File: src/rtbb_pkg.sv
// Shared types, constants and saturation helper for the transformed-rectangle bounding box.
package rtbb_pkg;

    localparam int Q_W    = 32;  // Q16.16 word
    localparam int FRAC_W = 16;  // fraction bits
    localparam int PROD_W = 64;  // exact Q32.32 product
    localparam int ACC_W  = 66;  // sum of two products plus rounding half
    localparam int SUM_W  = 52;  // rounded sum plus translation, before saturation

    typedef logic signed [Q_W-1:0]    t_q;
    typedef logic signed [PROD_W-1:0] t_prod;
    typedef logic signed [ACC_W-1:0]  t_acc;
    typedef logic signed [SUM_W-1:0]  t_wide;

    localparam t_wide Q_MAX_W = t_wide'({1'b0, {(Q_W-1){1'b1}}});
    localparam t_wide Q_MIN_W = t_wide'($signed({1'b1, {(Q_W-1){1'b0}}}));
    localparam t_acc  ROUND_HALF = ACC_W'(2**(FRAC_W-1));

    // Corner coordinates after the origin+extent saturation
    typedef struct packed {
        t_q cx0;
        t_q cx1;
        t_q cy0;
        t_q cy1;
    } t_corners;

    // The eight distinct coefficient-by-corner products
    typedef struct packed {
        t_prod xx0;
        t_prod xx1;
        t_prod xy0;
        t_prod xy1;
        t_prod yx0;
        t_prod yx1;
        t_prod yy0;
        t_prod yy1;
    } t_prods;

    // Clamp a wide signed value to the Q16.16 range
    function automatic t_q sat_q(input t_wide v);
        t_q res;
        if (v > Q_MAX_W) begin
            res = Q_MAX_W[Q_W-1:0];
        end else if (v < Q_MIN_W) begin
            res = Q_MIN_W[Q_W-1:0];
        end else begin
            res = v[Q_W-1:0];
        end
        return res;
    endfunction

endpackage

File: src/rtbb_minmax.sv
// Minimum and maximum of four coordinates through a two-level compare tree.
module rtbb_minmax (
    input  rtbb_pkg::t_q i_v [4],
    output rtbb_pkg::t_q o_min,
    output rtbb_pkg::t_q o_max
);
    import rtbb_pkg::*;

    t_q w_lo01;
    t_q w_lo23;
    t_q w_hi01;
    t_q w_hi23;

    // Compare pairs
    assign w_lo01 = (i_v[1] < i_v[0]) ? i_v[1] : i_v[0];
    assign w_hi01 = (i_v[1] > i_v[0]) ? i_v[1] : i_v[0];
    assign w_lo23 = (i_v[3] < i_v[2]) ? i_v[3] : i_v[2];
    assign w_hi23 = (i_v[3] > i_v[2]) ? i_v[3] : i_v[2];

    // Combine pair results
    assign o_min = (w_lo23 < w_lo01) ? w_lo23 : w_lo01;
    assign o_max = (w_hi23 > w_hi01) ? w_hi23 : w_hi01;

endmodule

File: config.mk
export PLATFORM = sky130hd
export DESIGN_NAME = rtbb_minmax
export DESIGN_NICKNAME = d
export VERILOG_FILES = /design/src/rtbb_pkg.sv /design/src/rtbb_minmax.sv
export SDC_FILE = /design/constraint.sdc
export NUM_CORES = 1
export LEC_CHECK = 0
export BUFFER_PORTS_ARGS = -buffer_cell sky130_fd_sc_hd__buf_2
export CAP_MARGIN = 20
export CORE_MARGIN = 2
export CORE_UTILIZATION = 40
export DETAILED_ROUTE_END_ITERATION = 8
export PLACE_DENSITY_LB_ADDON = 0.25
export SETUP_SLACK_MARGIN = 0.4
export SYNTH_ARGS = -nofsm -noshare
export SYNTH_HDL_FRONTEND = slang
export SYNTH_SLANG_ARGS = --single-unit
File: constraint.sdc
create_clock -name vclk -period 7.52
set_clock_uncertainty 0.2 [all_clocks]
set_input_delay 1.504 -clock vclk [all_inputs]
set_output_delay 1.504 -clock vclk [all_outputs]
set_load 0.02 [all_outputs]
======== Word level (Yosys, flattened, before mapping) ========
Cells that the tools add are included.
storage, ports and cells
  bits in registers ....................... 0
  output and inout port bits .............. 64
  logic and storage cells ................. 12
  input port bits ......................... 128
cells by class
  $lt $le $gt $ge ......................... 6
  mux-type cells .......................... 6
operator list
  operator      count
  $mux 32       6
  $gt 32x32->1  3
  $lt 32x32->1  3

======== Depth between registers and ports, before layout ========
  depth after elaboration ................. 4
  mapped depth ............................ 24
  depth with buffers taken out ............ 21

======== Worst setup path before layout ========
Ideal clock, no wire load.
  path kind ............................... input to output
  from .................................... input port i_v[97] (netlist name)
  to ...................................... output port o_min[10]
  data required time ...................... 5816 ps
  stages .................................. 21
  arrival time ............................ 6074 ps
  buffers on the path ..................... 3
  path slack .............................. -258 ps
  path through ............................ inv_1 ha_1 nor2b_4 o211ai_2 a21boi_1 or4_4 a21boi_2 mux2_1 buf_2 buf_4 mux2i_1 ha_1 a21o_1 a221o_1 a22oi_1 nand2_1 o31ai_1 o211ai_2 mux2i_4 buf_12 mux2i_1
on the way
  cells in the longest elaborated chain, start to end .. 4
RTL lines
  item             line               RTL
  start, declared  rtbb_minmax.sv:3   input rtbb_pkg::t_q i_v [4],
  $lt 32x32->1     rtbb_minmax.sv:15  assign w_lo01 = (i_v[1] < i_v[0]) ? i_v[1] : i_v[0];
  $mux 32 *        rtbb_minmax.sv:15
  $lt 32x32->1     rtbb_minmax.sv:21  assign o_min = (w_lo23 < w_lo01) ? w_lo23 : w_lo01;
  $mux 32 *        rtbb_minmax.sv:21
  end, declared    rtbb_minmax.sv:4   output rtbb_pkg::t_q o_min,
Every way passes the cells marked *; elsewhere a longest branch is shown, timed or not.

======== Final worst setup path ========
  from .................................... input port i_v[110] (netlist name)
  to ...................................... output port o_min[31]
Same word-level chain as after synthesis.

==> results.tsv <==
stage	metric	value	unit
synthesis	synthCells	688	
sta	max-slew-margin-rel	0.285	
job	cap_viol_max_count	0	
final_layout	syn2layout_area_growth	111	%
route	ant_nets	0	
synthesis	synth_xor_area_frac	0	
grt	grt_pass1_wl	38200	microns
synthesis	synth_compound_area_frac	0.136	
synthesis	synth.area.mux_share	0.350	
final_layout	final_cell_mix	buf_4, inv_1, buf_2	
final_layout	layout_commonest_cell	buf_4	
synthesis	synth_top_area_frac	0.344	
power_and_ir_drop	p_clk_frac	0	
worst_setup_path	cp_data_arrival_time	7.32	ns
place	place_area	9700	sq um
route	drt-total-wl	32000	microns
synthesis	synth_top_family_by_area	multiplexers	
floorplanning	io_pins	192	
synthesis	synthesis.nets	943	
grt	track_usage	0.324	
sta	setup_viol	64	
worst_setup_path	path_class	in2out	
grt	grt_start_max_net_pins	16	
power_and_ir_drop	internal_power	1.23	mW
sta	maxSlewViolCount	0	
synthesis	synthAdderAreaFrac	0.287	
worst_setup_path	start_kind	input pin	
final_layout	nClkBuffers	0	
power_and_ir_drop	seqPwrFrac	0	
clocking	hold_buffers	0	
worst_setup_path	cp_max_fo	8	
power_and_ir_drop	power_density	198	nW/um^2
route	viasPerCell	5.96	
place	io_buffers	192	
final_layout	final_layout_size_suffix_gt1_frac	0.623	
power_and_ir_drop	irDropWorstVdd	0.153	mV
floorplanning	die_area	14800	sq um
sta	setup_slack	-1.50	ns
floorplanning	num_rows	42	
synthesis	synth-seq-area-share	0	
worst_setup_path	worstSetupEndpointType	output pin	
route	vias	8226	
route	wire_per_inst	23.2	microns
grt	grt_pass1_vias	7845	
sta	tns	-89.55	ns
synthesis	syn_area	5530	sq um
final_layout	seq_cells	0	
min_path	hold_start	i_v[126]	
min_path	hold_class	in2out	
route	drt_iter0_markers	611	
sta	holdWs	3.39	ns
synthesis	ys.warnings.count	0	
sta	finalCriticalPeriod	9.02	ns
synthesis	yosys.area.top_type	mux2i_1	
synthesis	yosysUniqueCellTypes	55	
grt	antenna_found_initial	1	
sta	hold_violations	0	
final_layout	fin_area	11700	sq um
floorplanning	die_w	122	microns
floorplanning	start_util	0.413	
place	pre_cts_ws	-0.818	ns
outcome	violations	setup timing	
synthesis	avgSynthCellArea	8.04	sq um
final_layout	fill_cells	597	
place	place_congestion	0.891	
final_layout	nets	1460	
power_and_ir_drop	switching_share	0.469	
sta	rsz0062_at_grt	yes	
worst_setup_path	crit_start	i_v[110]	
sta	period_share	1.20	
grt	overflow	0	
floorplanning	die_y	122	microns
outcome	outcome	complete, but fails checks	
route	first_pass_iters	5	
worst_setup_path	cp.required	5.82	ns
place	hpwl	18000	microns
power_and_ir_drop	p_comb_frac	1.000	
route	drc	0	
floorplanning	fp.coreArea	13400	sq um
power_and_ir_drop	cellLeakagePower	5.92	nW
sta	fmax	111	MHz
synthesis	synth.area.top_cells	mux2i_1, ha_1, inv_1, a21oi_1, nand4_1	
power_and_ir_drop	p_switching	1.09	mW
sta	worstMarginPinSlew	1.07	ns
power_and_ir_drop	power	2.31	mW
final_layout	seqCellArea	0	sq um
synthesis	synth_simple_gate_area_share	0.110	
-- through the flow --
| stage | cells | utilization |
|---|---|---|
| floorplan | 688 | - |
| global placement | 1324 | 0.724 |
| detailed placement | 1324 | 0.724 |
| CTS | 1353 | 0.821 |
| global route | 1380 | 0.870 |
| finish | 1381 | 0.870 |
-- critical path: stages --
cell and delay [ns]:
buf_2 0.09, inv_1 0.06, ha_4 0.28, nand4_4 0.16
buf_4 0.18, a211oi_1 0.86, or4_4 0.32, a21boi_4 0.08
mux2_4 0.37, buf_16 0.19, mux2i_2 0.29, ha_4 0.19
nand4_1 0.24, nor3_2 0.33, a21oi_2 0.14, a31oi_2 0.25
and2_4 0.25, o221ai_2 0.13, o211ai_2 0.27, mux2i_4 0.35
buf_6 0.17, buf_16 0.17, mux2i_1 0.24, buf_4 0.17
-- synth_stat cells (6+ instances only) --
library cell / count
a211oi_1: 10
a21o_1: 17
a21oi_1: 31
buf_2: 10
ha_1: 127
inv_1: 128
mux2i_1: 190
nand2_1: 24
nand3_1: 6
nand4_1: 22
nor2_1: 21
nor3_1: 9
o21ai_0: 21
-- path summary, 6_finish.rpt --
| path | cells after the start | endpoint | slack (ns) |
|---|---|---|---|
| setup / recovery | 24 | o_min[31] | -1.50 |
| hold / removal | 5 | o_min[30] | 3.39 |
-- per-layer routing --
metal  up-vias  GRT usage  wire, microns
met2       665      0.591          14900
met3       251     0.0468           3310
met4         0      0.129           2960
met1      3773      0.380          10900
li1       3537          -              -
met5         -          0              0
-- logic make-up after synthesis --
| family | count (synthesis) |
|---|---|
| AND/OR/NAND/NOR | 112 |
| AO/OA/AOI/OAI | 110 |
| adder cells (fa/ha/maj) | 127 |
| multiplexers | 192 |
| buffers and inverters | 147 |
-- cell type report --
type | instances | area (sq um) | area share
timing repair buffer | 534 | 4410 | 0.378
antenna | 2 | 5.00 | 0.000429
multi-input combinational | 541 | 6520 | 0.559
tap | 176 | 220 | 0.0189
inverter | 128 | 505 | 0.0434
-- power groups by stage --
stage            clock [mW]  sequential, mW  combinational, mW
2_1_floorplan             0               0               1.08
4_1_cts                   0               0               2.04
3_3_place_gp              0               0               1.65
6_report       0.0000000357               0               2.31
5_1_grt        0.0000000178               0               2.39
3_5_place_dp              0               0               1.68
-- timing repair --
action,CTS,global route
endpoints found under the setup margin,64,64
endpoints found under the hold margin,0,0
gates cloned,4,1
pin swaps,36,24
resized for setup,251,80
buffers inserted,25,25
Power figures use the tool's default switching activity.
