## config.mk

```make
export PLATFORM = sky130hd
export DESIGN_NAME = rtbb_corner
export DESIGN_NICKNAME = d
export VERILOG_FILES = /design/src/rtbb_pkg.sv /design/src/rtbb_corner.sv
export SDC_FILE = /design/constraint.sdc
export NUM_CORES = 1
export LEC_CHECK = 0
export BUFFER_PORTS_ARGS = -buffer_cell sky130_fd_sc_hd__buf_4
export CAP_MARGIN = 10
export CORE_UTILIZATION = 25
export DETAILED_ROUTE_END_ITERATION = 10
export GPL_ROUTABILITY_DRIVEN = 0
export PLACE_DENSITY_LB_ADDON = 0.1
export SETUP_SLACK_MARGIN = 0.2
export SLEW_MARGIN = 40
export SYNTH_ARGS = -nofsm -noshare
export SYNTH_HDL_FRONTEND = slang
export SYNTH_SLANG_ARGS = --single-unit
```

## constraint.sdc

```tcl
create_clock -name vclk -period 4.26
set_input_delay 0.852 -clock vclk [all_inputs]
set_output_delay 0.852 -clock vclk [all_outputs]
set_load 0.02 [all_outputs]
```

## src/rtbb_pkg.sv

```systemverilog
// Shared types, constants and saturation helper for the transformed-rectangle bounding box.
package rtbb_pkg;

    localparam int Q_W    = 32;  // Q16.16 word
    localparam int FRAC_W = 16;  // fraction bits
    localparam int PROD_W = 64;  // exact Q32.32 product
    localparam int ACC_W  = 66;  // sum of two products plus rounding half
    localparam int SUM_W  = 52;  // rounded sum plus translation, before saturation

    typedef logic signed [Q_W-1:0]    t_q;
    typedef logic signed [PROD_W-1:0] t_prod;
    typedef logic signed [ACC_W-1:0]  t_acc;
    typedef logic signed [SUM_W-1:0]  t_wide;

    localparam t_wide Q_MAX_W = t_wide'({1'b0, {(Q_W-1){1'b1}}});
    localparam t_wide Q_MIN_W = t_wide'($signed({1'b1, {(Q_W-1){1'b0}}}));
    localparam t_acc  ROUND_HALF = ACC_W'(2**(FRAC_W-1));

    // Corner coordinates after the origin+extent saturation
    typedef struct packed {
        t_q cx0;
        t_q cx1;
        t_q cy0;
        t_q cy1;
    } t_corners;

    // The eight distinct coefficient-by-corner products
    typedef struct packed {
        t_prod xx0;
        t_prod xx1;
        t_prod xy0;
        t_prod xy1;
        t_prod yx0;
        t_prod yx1;
        t_prod yy0;
        t_prod yy1;
    } t_prods;

    // Clamp a wide signed value to the Q16.16 range
    function automatic t_q sat_q(input t_wide v);
        t_q res;
        if (v > Q_MAX_W) begin
            res = Q_MAX_W[Q_W-1:0];
        end else if (v < Q_MIN_W) begin
            res = Q_MIN_W[Q_W-1:0];
        end else begin
            res = v[Q_W-1:0];
        end
        return res;
    endfunction

endpackage

```

## src/rtbb_corner.sv

```systemverilog
// Far-corner coordinate: origin plus extent, saturated to Q16.16.
module rtbb_corner (
    input  rtbb_pkg::t_q i_org,
    input  rtbb_pkg::t_q i_ext,
    output rtbb_pkg::t_q o_far
);
    import rtbb_pkg::*;

    t_wide w_sum;

    // Add at full width, then clamp
    assign w_sum = t_wide'(i_org) + t_wide'(i_ext);
    assign o_far = sat_q(w_sum);

endmodule

```

# Yosys cells after proc, flatten, opt, wreduce, memory -nomap -nowiden
# Cells that the tools add are included.
# classes
addsub,1
magnitude_cmp,2
n_mux,2
# ops
operator,count
32-bit 2-to-1 mux,2
32-bit by 32-bit adder with 33-bit output,1
33-bit by 32-bit > comparator with 1-bit output (second input constant),1
33-bit by 32-bit less-than comparator with 1-bit output (second input constant),1
# word_totals
elab_cells,5
input_bits,64
regBits,0
output_inout_bits,32

# Longest topological paths before layout
# logic_depth
depth_word,4
mapped_depth,12
mapped_depth_nobuf,11

# Least setup slack after synthesis
# Ideal clock, no wire load.
# synth_timing
kind,input -> output
start,input i_org[0]
end,output o_far[10]
path_buffers,1
slack_ns,0.242
t_required_ns,3.408
cell_stages,12
arrival_time_ns,3.166
path_cell_list,ha_1 > inv_1 > fa_1 > nor2b_4 > o31a_4 > a21oi_4 > o2111ai_2 > a221oi_2 > o211a_4 > a221oi_4 > buf_6 > maj3_2
# synth_via
elab_chain_cells,4
elab_cells_between_ends,5
classes_between,add/sub: 1; order compare: 2; mux: 2
# synth_rtl
item,line_no,source
from (decl),rtbb_corner.sv:3,"input rtbb_pkg::t_q i_org,"
32-bit by 32-bit adder with 33-bit output (*),rtbb_corner.sv:12,assign w_sum = t_wide'(i_org) + t_wide'(i_ext);
33-bit by 32-bit less-than comparator with 1-bit output,rtbb_pkg.sv:44,end else if (v < Q_MIN_W) begin
32-bit 2-to-1 mux,rtbb_pkg.sv:44,
32-bit 2-to-1 mux (*),rtbb_pkg.sv:42,if (v > Q_MAX_W) begin
to (decl),rtbb_corner.sv:5,output rtbb_pkg::t_q o_far
# Mark *: on every way between the ends. The rest lies on a longest branch, timed or not.

# Worst setup path after layout
# layout_timing
start,input i_ext[0]
end,output o_far[23]
# layout_via
elab_chain_cells,4
elab_cells_between_ends,5
classes_between,add/sub: 1; order compare: 2; mux: 2
# layout_rtl
item,line_no,source
from (decl),rtbb_corner.sv:4,"input rtbb_pkg::t_q i_ext,"
32-bit by 32-bit adder with 33-bit output (*),rtbb_corner.sv:12,
33-bit by 32-bit less-than comparator with 1-bit output,rtbb_pkg.sv:44,
32-bit 2-to-1 mux,rtbb_pkg.sv:44,
32-bit 2-to-1 mux (*),rtbb_pkg.sv:42,
# Marked as above.

==> flow_results.org <==
** Outcome
- Status :: finished, final reports clean

** Worst setup path
- Critical path class :: input port to output port
- Required time at the endpoint of the critical path :: roughly 3.4 ns
- Crit path DAT :: 3.32 ns
- Type of destination of the critical path :: output port
- Critical path peak fanout :: 21
- STA classifies the critical path startpoint as an input port.

** Routing
- In the routed design, unresolved DRC markers number 0.
- The routed layout has about 2,600 vias.
- After detailed routing, the average wire length per cell comes to around 13 um.
- The first TritonRoute pass finished after 4 iterations.
- Number of design-rule violations left by the first detailed-router iteration :: 38
- Final WL :: ~7000 um
- Routed Antenna Nets :: 0
- Number of vias per cell :: 4.92

** Placement
- Once placement completed, the tool counted placed cells totaling 520.
- Number of input and output port buffers inserted :: 96
- Dpl cell area :: 3340 um2
- After legalization and detailed placement, the total HPWL measured 5900 um.

** Synth
- The mapped netlist covers 2260 um2.
- After synthesis, the largest family of logic cells by area is adder cells.
- Synth unique cells :: between 50 and 60
- By instance count, the leading cell after synthesis is sky130_fd_sc_hd__ha_1.
- Post-synth top area share :: 17.7%
- Post-Syn Nets :: 391
- The synthesized netlist devotes 10.1% of its cell area to XOR and XNOR gates.
- After technology mapping, the gate count stands at 294.
- Summing the areas of all fa, ha and maj instances in the mapped netlist gives 34.0% of the synthesized area.
- Cell taking the most area after synthesis :: sky130_fd_sc_hd__ha_1
- After Yosys synthesis, and, or, nand and nor cells account for 16.8% of the synthesized area.
- Area contributors post-synth :: sky130_fd_sc_hd__ha_1, sky130_fd_sc_hd__maj3_2, sky130_fd_sc_hd__a21oi_1
- Summing the areas of all compound-gate instances in the mapped netlist gives 32.6% of the synthesized area.
- The Yosys step of the flow raised 0 warnings.
- Post-synthesis average cell area :: between 7 and 8 um2
- Multiplexer cells account for 0% of the synthesized area.
- Sequential elements use 0% of the synthesized area.
- Counting instances in the post-synthesis netlist gives the leading cell types as sky130_fd_sc_hd__ha_1, sky130_fd_sc_hd__maj3_2, sky130_fd_sc_hd__a21oi_1, sky130_fd_sc_hd__nand2_1, sky130_fd_sc_hd__o21ai_0.

** Cells and area
- Layout Nets :: 517
- After routing the design area is roughly 3600 um2.
- Total number of sequential cells :: 0
- Cell Count, Final, Fillers Out :: 526
- Fraction of final layout cells with drive strength greater than 1 :: 47.4%
- Relative area change from synthesis to final layout :: 57.3%
- The layout has 0 clock buffers.
- N_diodes :: 0
- Register area :: 0 um2

** Global routing
- Summed over all layers, the global routing overflow is 0.
- The number of global-route vias before repair is ~2,600.
- In the global route stage, overall resource usage came out at between 10 and 15%.
- Maximum number of pins on one net before global-route repair :: 27
- Global-route wire length before repair :: roughly 12,000 um
- Antenna violations before repair :: 0

** Floorplanning
- In this run the standard cell core region covers 8720 um2.
- Initial core utilization :: 25.9%
- Cell Rows :: 34
- Number of primary I/O pins :: 96
- The die covers 9420 um2.
- The floorplan step set the die width to 97.0 um.
- The die is 97.0 um tall.

** Power
- Sequential cells burn 0% of the power.
- Proportion of power drawn by the clock network :: 0%
- In this run the power spent charging and discharging nets is 0.000451 W.
- Cell internal power was estimated by the tool at approximately 0.00048 W.
- Summing internal, switching and leakage power gives 0.000928 W.
- In this run switching power makes up 48.6% of total power.
- Highest ir drop seen on vdd :: ~0.00012 V
- Leakage :: 1.63 nW
- Dividing total power by cell area gives a power density of approximately 260 nW/um2.
- Combinational cells account for 100.0% of the total power.

** Timing
- The number of slew-limit violations in the final report is 0.
- The clock period could shrink to 4.17 ns.
- The final count of hold timing violations was 0.
- Headroom to the max-slew limit came out at between 60% and 70%.
- After routing, the total negative slack on setup checks comes to 0 ns.
- Post-route clock period utilization :: 97.9%
- Max Clk Rate :: 240 MHz
- Unrepaired setup endpoints after global routing :: true
- Pin slew with the least headroom to its limit :: roughly 0.49 ns
- Setup violations remaining at the end of the flow were counted as 0.

** Worst hold path
- Class of the tightest hold or removal check :: input port to output port

** Job
- Maximum capacitance violations :: 0

** Clock tree
- In this run, post-CTS hold repair placed 0 buffers.
final timing paths:
path / startpoint / to / cells past startpoint
max: i_ext[0] / o_far[23] / 14
min: i_org[0] / o_far[0] / 4
stage by stage:
stage / worst slack, ns / utilization (%) / hold slack, ns
global placement: -0.0956 / 38.3 / 2.19
CTS: 0.0580 / 39.5 / 2.17
detailed placement: -0.160 / 38.3 / 2.20
finish: 0.0893 / 40.7 / 2.17
global route: -0.0201 / 40.7 / 2.18
floorplan: 0.242 / - / 2.04
final cells by class:
| type | count | area [um2] |
|---|---|---|
| repair buffers | 142 | 1200 |
| fillers | 934 | 5170 |
| inverters | 11 | 41.3 |
| well taps | 108 | 135 |
| multi-input cells | 265 | 2180 |
repair_timing:
| action | 4_1_cts | 5_1_grt |
|---|---|---|
| setup endpoints to repair | 32 | 31 |
| pin swaps | 8 | 4 |
| setup buffers | 6 | 0 |
| gates resized for setup | 14 | 32 |
layout by cell type (no fill, tap or decap), types with 7 or more instances in the layout:
cell type | netlist | routed
sky130_fd_sc_hd__xnor2_1 | 16 | 15
sky130_fd_sc_hd__nand3_1 | 8 | 8
sky130_fd_sc_hd__o21ai_0 | 18 | 15
sky130_fd_sc_hd__inv_1 | 11 | 10
sky130_fd_sc_hd__nor2_1 | 12 | 12
sky130_fd_sc_hd__a21o_1 | 14 | 14
sky130_fd_sc_hd__a21oi_1 | 28 | 27
sky130_fd_sc_hd__nand2_1 | 21 | 21
sky130_fd_sc_hd__xor2_1 | 10 | 10
sky130_fd_sc_hd__buf_4 | 1 | 111
sky130_fd_sc_hd__maj3_2 | 29 | 31
sky130_fd_sc_hd__o21ai_1 | 4 | 7
sky130_fd_sc_hd__buf_6 | 3 | 29
sky130_fd_sc_hd__ha_1 | 32 | 28
metal layers:
| metal | wire length [um] | global-route usage [%] |
|---|---|---|
| met1 | 3340 | 20.1 |
| met2 | 3420 | 26.2 |
| met3 | 200 | 0.578 |
| met4 | 0 | 0 |
| met5 | 0 | 0 |
cells by family (layout without fill, tap and decap cells):
group,count (synthesis),count (layout)
simple gates,73,73
xor+xnor,26,26
compound gates,102,102
buf+inv,29,153
fa+ha+maj,64,64
worst max-delay path, cell delays in order:
cell                        delay [ns]
sky130_fd_sc_hd__buf_6            0.10
sky130_fd_sc_hd__ha_4             0.15
sky130_fd_sc_hd__inv_2            0.05
sky130_fd_sc_hd__fa_2             0.22
sky130_fd_sc_hd__nor2b_4          0.05
sky130_fd_sc_hd__o31a_4           0.29
sky130_fd_sc_hd__a21oi_4          0.16
sky130_fd_sc_hd__o2111ai_2        0.14
sky130_fd_sc_hd__a221oi_2         0.35
sky130_fd_sc_hd__o211a_4          0.22
sky130_fd_sc_hd__a221oi_4         0.09
sky130_fd_sc_hd__buf_12           0.18
sky130_fd_sc_hd__maj3_2           0.32
sky130_fd_sc_hd__buf_6            0.14
power groups by stage:
stage | Sequential [W] | Combinational [W] | Clock [W]
after floorplan | 0 | 0.000530 | 0
after global placement | 0 | 0.000847 | 0
after detailed placement | 0 | 0.000845 | 0
after CTS | 0 | 0.000876 | 0
after global routing | 0 | 0.00100 | 0
final | 0 | 0.000928 | 0
(Power assumes the default switching activity.)
